[src/rtl/core/tprl_pkg.sv]
package tprl_pkg;

    localparam int STATIC_DEPTH_DEF  = 16;
    localparam int LEARNED_DEPTH_DEF = 64;
    localparam int PORT_COUNT        = 16;

    localparam int IN_DATA_W  = 152;
    localparam int IN_USER_W  = 2;
    localparam int OUT_DATA_W = 56;
    localparam int OUT_USER_W = 3;

    typedef enum logic [1:0] {
        MODE_ADD_STATIC  = 2'd0,
        MODE_ADD_LEARNED = 2'd1,
        MODE_CLEAR       = 2'd2,
        MODE_LOOKUP      = 2'd3
    } mode_t;

    typedef enum logic [1:0] {
        STATUS_OK       = 2'd0,
        STATUS_FULL     = 2'd1,
        STATUS_NO_ROUTE = 2'd2,
        STATUS_RSVD     = 2'd3
    } status_t;

    typedef struct packed {
        logic [3:0]  port;
        logic [47:0] hop;
        logic [31:0] mask;
        logic [31:0] prefix;
    } route_t;

endpackage

[src/rtl/core/tprl_match.sv]
module tprl_match
(
    input  tprl_pkg::route_t entry,
    input  logic [31:0]      addr,
    input  logic [31:0]      best_mask,
    output logic             better
);
    import tprl_pkg::*;

    assign better = (entry.prefix == (addr & entry.mask)) && (entry.mask > best_mask);

endmodule

[config.mk]
export PLATFORM = sky130hd
export DESIGN_NAME = tprl_match
export DESIGN_NICKNAME = d
export VERILOG_FILES = /design/src/rtl/core/tprl_pkg.sv /design/src/rtl/core/tprl_match.sv
export SDC_FILE = /design/constraint.sdc
export NUM_CORES = 1
export LEC_CHECK = 0
export ABC_AREA = 1
export BUFFER_PORTS_ARGS = -buffer_cell sky130_fd_sc_hd__buf_2
export CAP_MARGIN = 20
export CELL_PAD_IN_SITES_DETAIL_PLACEMENT = 0
export CELL_PAD_IN_SITES_GLOBAL_PLACEMENT = 1
export CORE_MARGIN = 5
export CORE_UTILIZATION = 18
export DETAILED_ROUTE_END_ITERATION = 10
export PLACE_DENSITY = 0.88
export SYNTH_ARGS = -nofsm -noshare
export SYNTH_HDL_FRONTEND = slang
export SYNTH_SLANG_ARGS = --single-unit
[constraint.sdc]
create_clock -name vclk -period 1.2
set_clock_uncertainty 0.05 [all_clocks]
set_input_delay 0.18 -clock vclk [all_inputs]
set_output_delay 0.18 -clock vclk [all_outputs]
set_load 0.005 [all_outputs]
==> run_results.csv <==
group,metric,value,unit
pwr,power_density,326,nW/um^2
drt,dr.pass1.iters,4,
yosys,synthAdderAreaFrac,0.256,
yosys,syn_inst,299,
floorplanning,dieArea,10700,sq um
cells_and_area,fillCellCount,926,
drt,drt-total-wl,5980,um
worst_hold_path,worstHoldPathCells,11,
cells_and_area,register_area,0,sq um
setup_path,critPathLaunch,"entry[32]",
sta,setup_slack,-0.341,ns
drt,drc,0,
global_routing,grt_pass1_wl,9260,um
sta,fmaxAchievable,649,MHz
drt,vias,2262,
setup_path,cp-end-kind,"primary output",
floorplanning,rows,34,
setup_path,critPathKind,"primary input to primary output",
placement,placed_cell_area,2770,sq um
drt,routedWlPerCell,10.8,um
yosys,synth_mux_area_frac,0,
pwr,leakagePower,1.68,nW
global_routing,overflow,0,
sta,slew_violations,0,
yosys,synth_top_family_by_area,"simple AND/OR/NAND/NOR gates",
sta,post-route-period-util,1.28,
sta,rsz0062_at_grt,"true",
worst_hold_path,hp-class,"primary input to primary output",
cells_and_area,finalNetCount,660,
global_routing,grt_antenna_before_repair,0,
yosys,ys_types,18,
yosys,syn_area_per_cell,5.23,sq um
drt,ant_nets,0,
cells_and_area,diodes,0,
cells_and_area,multiInputGateArea,1860,sq um
placement,dpl.hpwl,5390,um
sta,min_period,1.54,ns
setup_path,crit_path_max_fanout,2,
setup_path,cp.required,0.97,ns
sta,hold_viol_final,0,
cells_and_area,fin_cells,554,
cells_and_area,fin_area,3180,sq um
run_status,status,"finished, violations left",
cells_and_area,drive_above_1_share,0.545,
floorplanning,die_w,103,um
floorplanning,die_h,103,um
run_status,violations,"negative setup slack",
pwr,ir_drop,0.126,mV
global_routing,grt_max_degree,4,
yosys,synth_fp_nets,511,
yosys,yosysWarnings,0,
global_routing,grt_usage,0.105,
worst_hold_path,worstHoldStart,"entry[11]",
global_routing,grt_pass1_vias,2264,
yosys,synth-simple-area-share,0.482,
worst_hold_path,worstHoldEndpoint,"better",
drt,drt_iter0_drc,23,
yosys,synth_compound_area_frac,0.0736,
drt,viasPerCell,4.08,
cells_and_area,areaGrowthSynthToFinish,103,%
floorplanning,core_area,8590,sq um
sta,maxSlewHeadroom,0.892,
floorplanning,initial_core_util,0.182,
run,drv_cap,0,
setup_path,startpoint_type,"primary input",
placement,io_buffer_count,129,
sta,worst_pin_slew,0.162,ns
placement,place.gp.congestion,0.747,
yosys,ys_seq_area_frac,0,
setup_path,arrival,1.31,ns
placement,dp.cells,553,
cells_and_area,clock_buffers,0,
cells_and_area,seq_cells,0,
yosys,synth_xor_area_frac,0.0560,
sta,tns,-0.341,ns
sta,setup_viol,1,
yosys,syn_area,1560,sq um
floorplanning,io_pins,181,
[how the worst max path moves through the flow]
stage,to,slack [ns],cells after the start
2_1_floorplan,better,-0.03,9
3_5_place_dp,better,-0.41,11
5_1_grt,better,-0.44,13
6_report,better,-0.34,13
3_3_place_gp,better,-0.42,12
4_1_cts,better,-0.31,13
[worst max-delay path, cell delays in order]
cell     delay (ns)
buf_2          0.09
inv_1          0.04
ha_2           0.31
nand2_2        0.07
nor2_4         0.12
nand2_2        0.06
nor2_1         0.08
nand2_1        0.07
nand3_2        0.06
nor2_2         0.03
nand2_1        0.05
inv_1          0.03
buf_2          0.12
[cell usage in the layout, fill, tap and decap left out, drive strengths merged]
master  count
o21a        2
xor2        4
ha         32
a21oi      14
inv        54
buf       147
nor2       33
xnor2       6
nand3      13
clkinv      1
a21o        2
nand2     124
o21ai       3
nand3b     11
[cell families (layout without fill, tap and decap cells)]
kind of cell / Yosys count / count (layout)
and+or+nand+nor: 181 / 181
buffers and inverters: 55 / 202
AOI/OAI and AO/OA: 21 / 21
adders and majority gates: 32 / 32
xor gates and xnor gates: 10 / 10
[synth_stat cells]
library cell	count	area (sq um)
nor2_2	3	18.8
clkinv_1	1	3.75
nor2_1	29	109
inv_1	53	199
a21o_1	2	15.0
xor2_1	4	35.0
o21ai_0	1	5.00
nand3b_1	11	82.6
o21ai_1	2	10.0
nor2_4	1	11.3
xnor2_1	6	52.6
a21oi_1	14	70.1
inv_2	1	3.75
nand3_1	13	65.1
nand2_2	1	6.26
ha_1	32	400
o21a_1	2	15.0
nand2_1	123	462
[layout make-up]
type | count | area share
inverters | 55 | 0.0767
multi-input cells | 244 | 0.584
well taps | 108 | 0.0425
repair buffers | 147 | 0.297
[timing repair]
| action | in CTS | in global routing |
|---|---|---|
| pin swaps | 48 | 20 |
| endpoints found under the setup margin | 1 | 1 |
| hold buffers | 0 | 0 |
| setup buffers | 1 | 0 |
| resized for setup | 74 | 19 |
[per-layer routing]
| metal | global-route usage | routed length, um | part of all wire | up-vias |
|---|---|---|---|---|
| met5 | 0 | 0 | 0 | - |
| met4 | 0 | 0 | 0 | 0 |
| met3 | 0.0134 | 475 | 0.079 | 0 |
| met2 | 0.211 | 3130 | 0.52 | 69 |
| met1 | 0.125 | 2380 | 0.40 | 975 |
| li1 | - | - | - | 1218 |
[report_power, final]
group          switching, W  leakage (nW)  internal (W)  total (W)
combinational      0.000477          1.68      0.000559    0.00104
sequential                0             0             0          0
clock                     0             0             0          0
total              0.000477          1.68      0.000559    0.00104
[metrics by stage]
step / util / worst slack [ns] / hold WS, ns / power, W
detailed placement: 0.323 / -0.415 / 0.919 / 0.000850
floorplan: - / -0.0338 / 0.653 / 0.000432
finish: 0.370 / -0.341 / 0.928 / 0.00104
global route: 0.370 / -0.443 / 1.02 / 0.00117
global placement: 0.323 / -0.423 / 0.933 / 0.000827
CTS: 0.362 / -0.313 / 0.920 / 0.00101
Note: power is estimated with default switching activity, not from simulation.
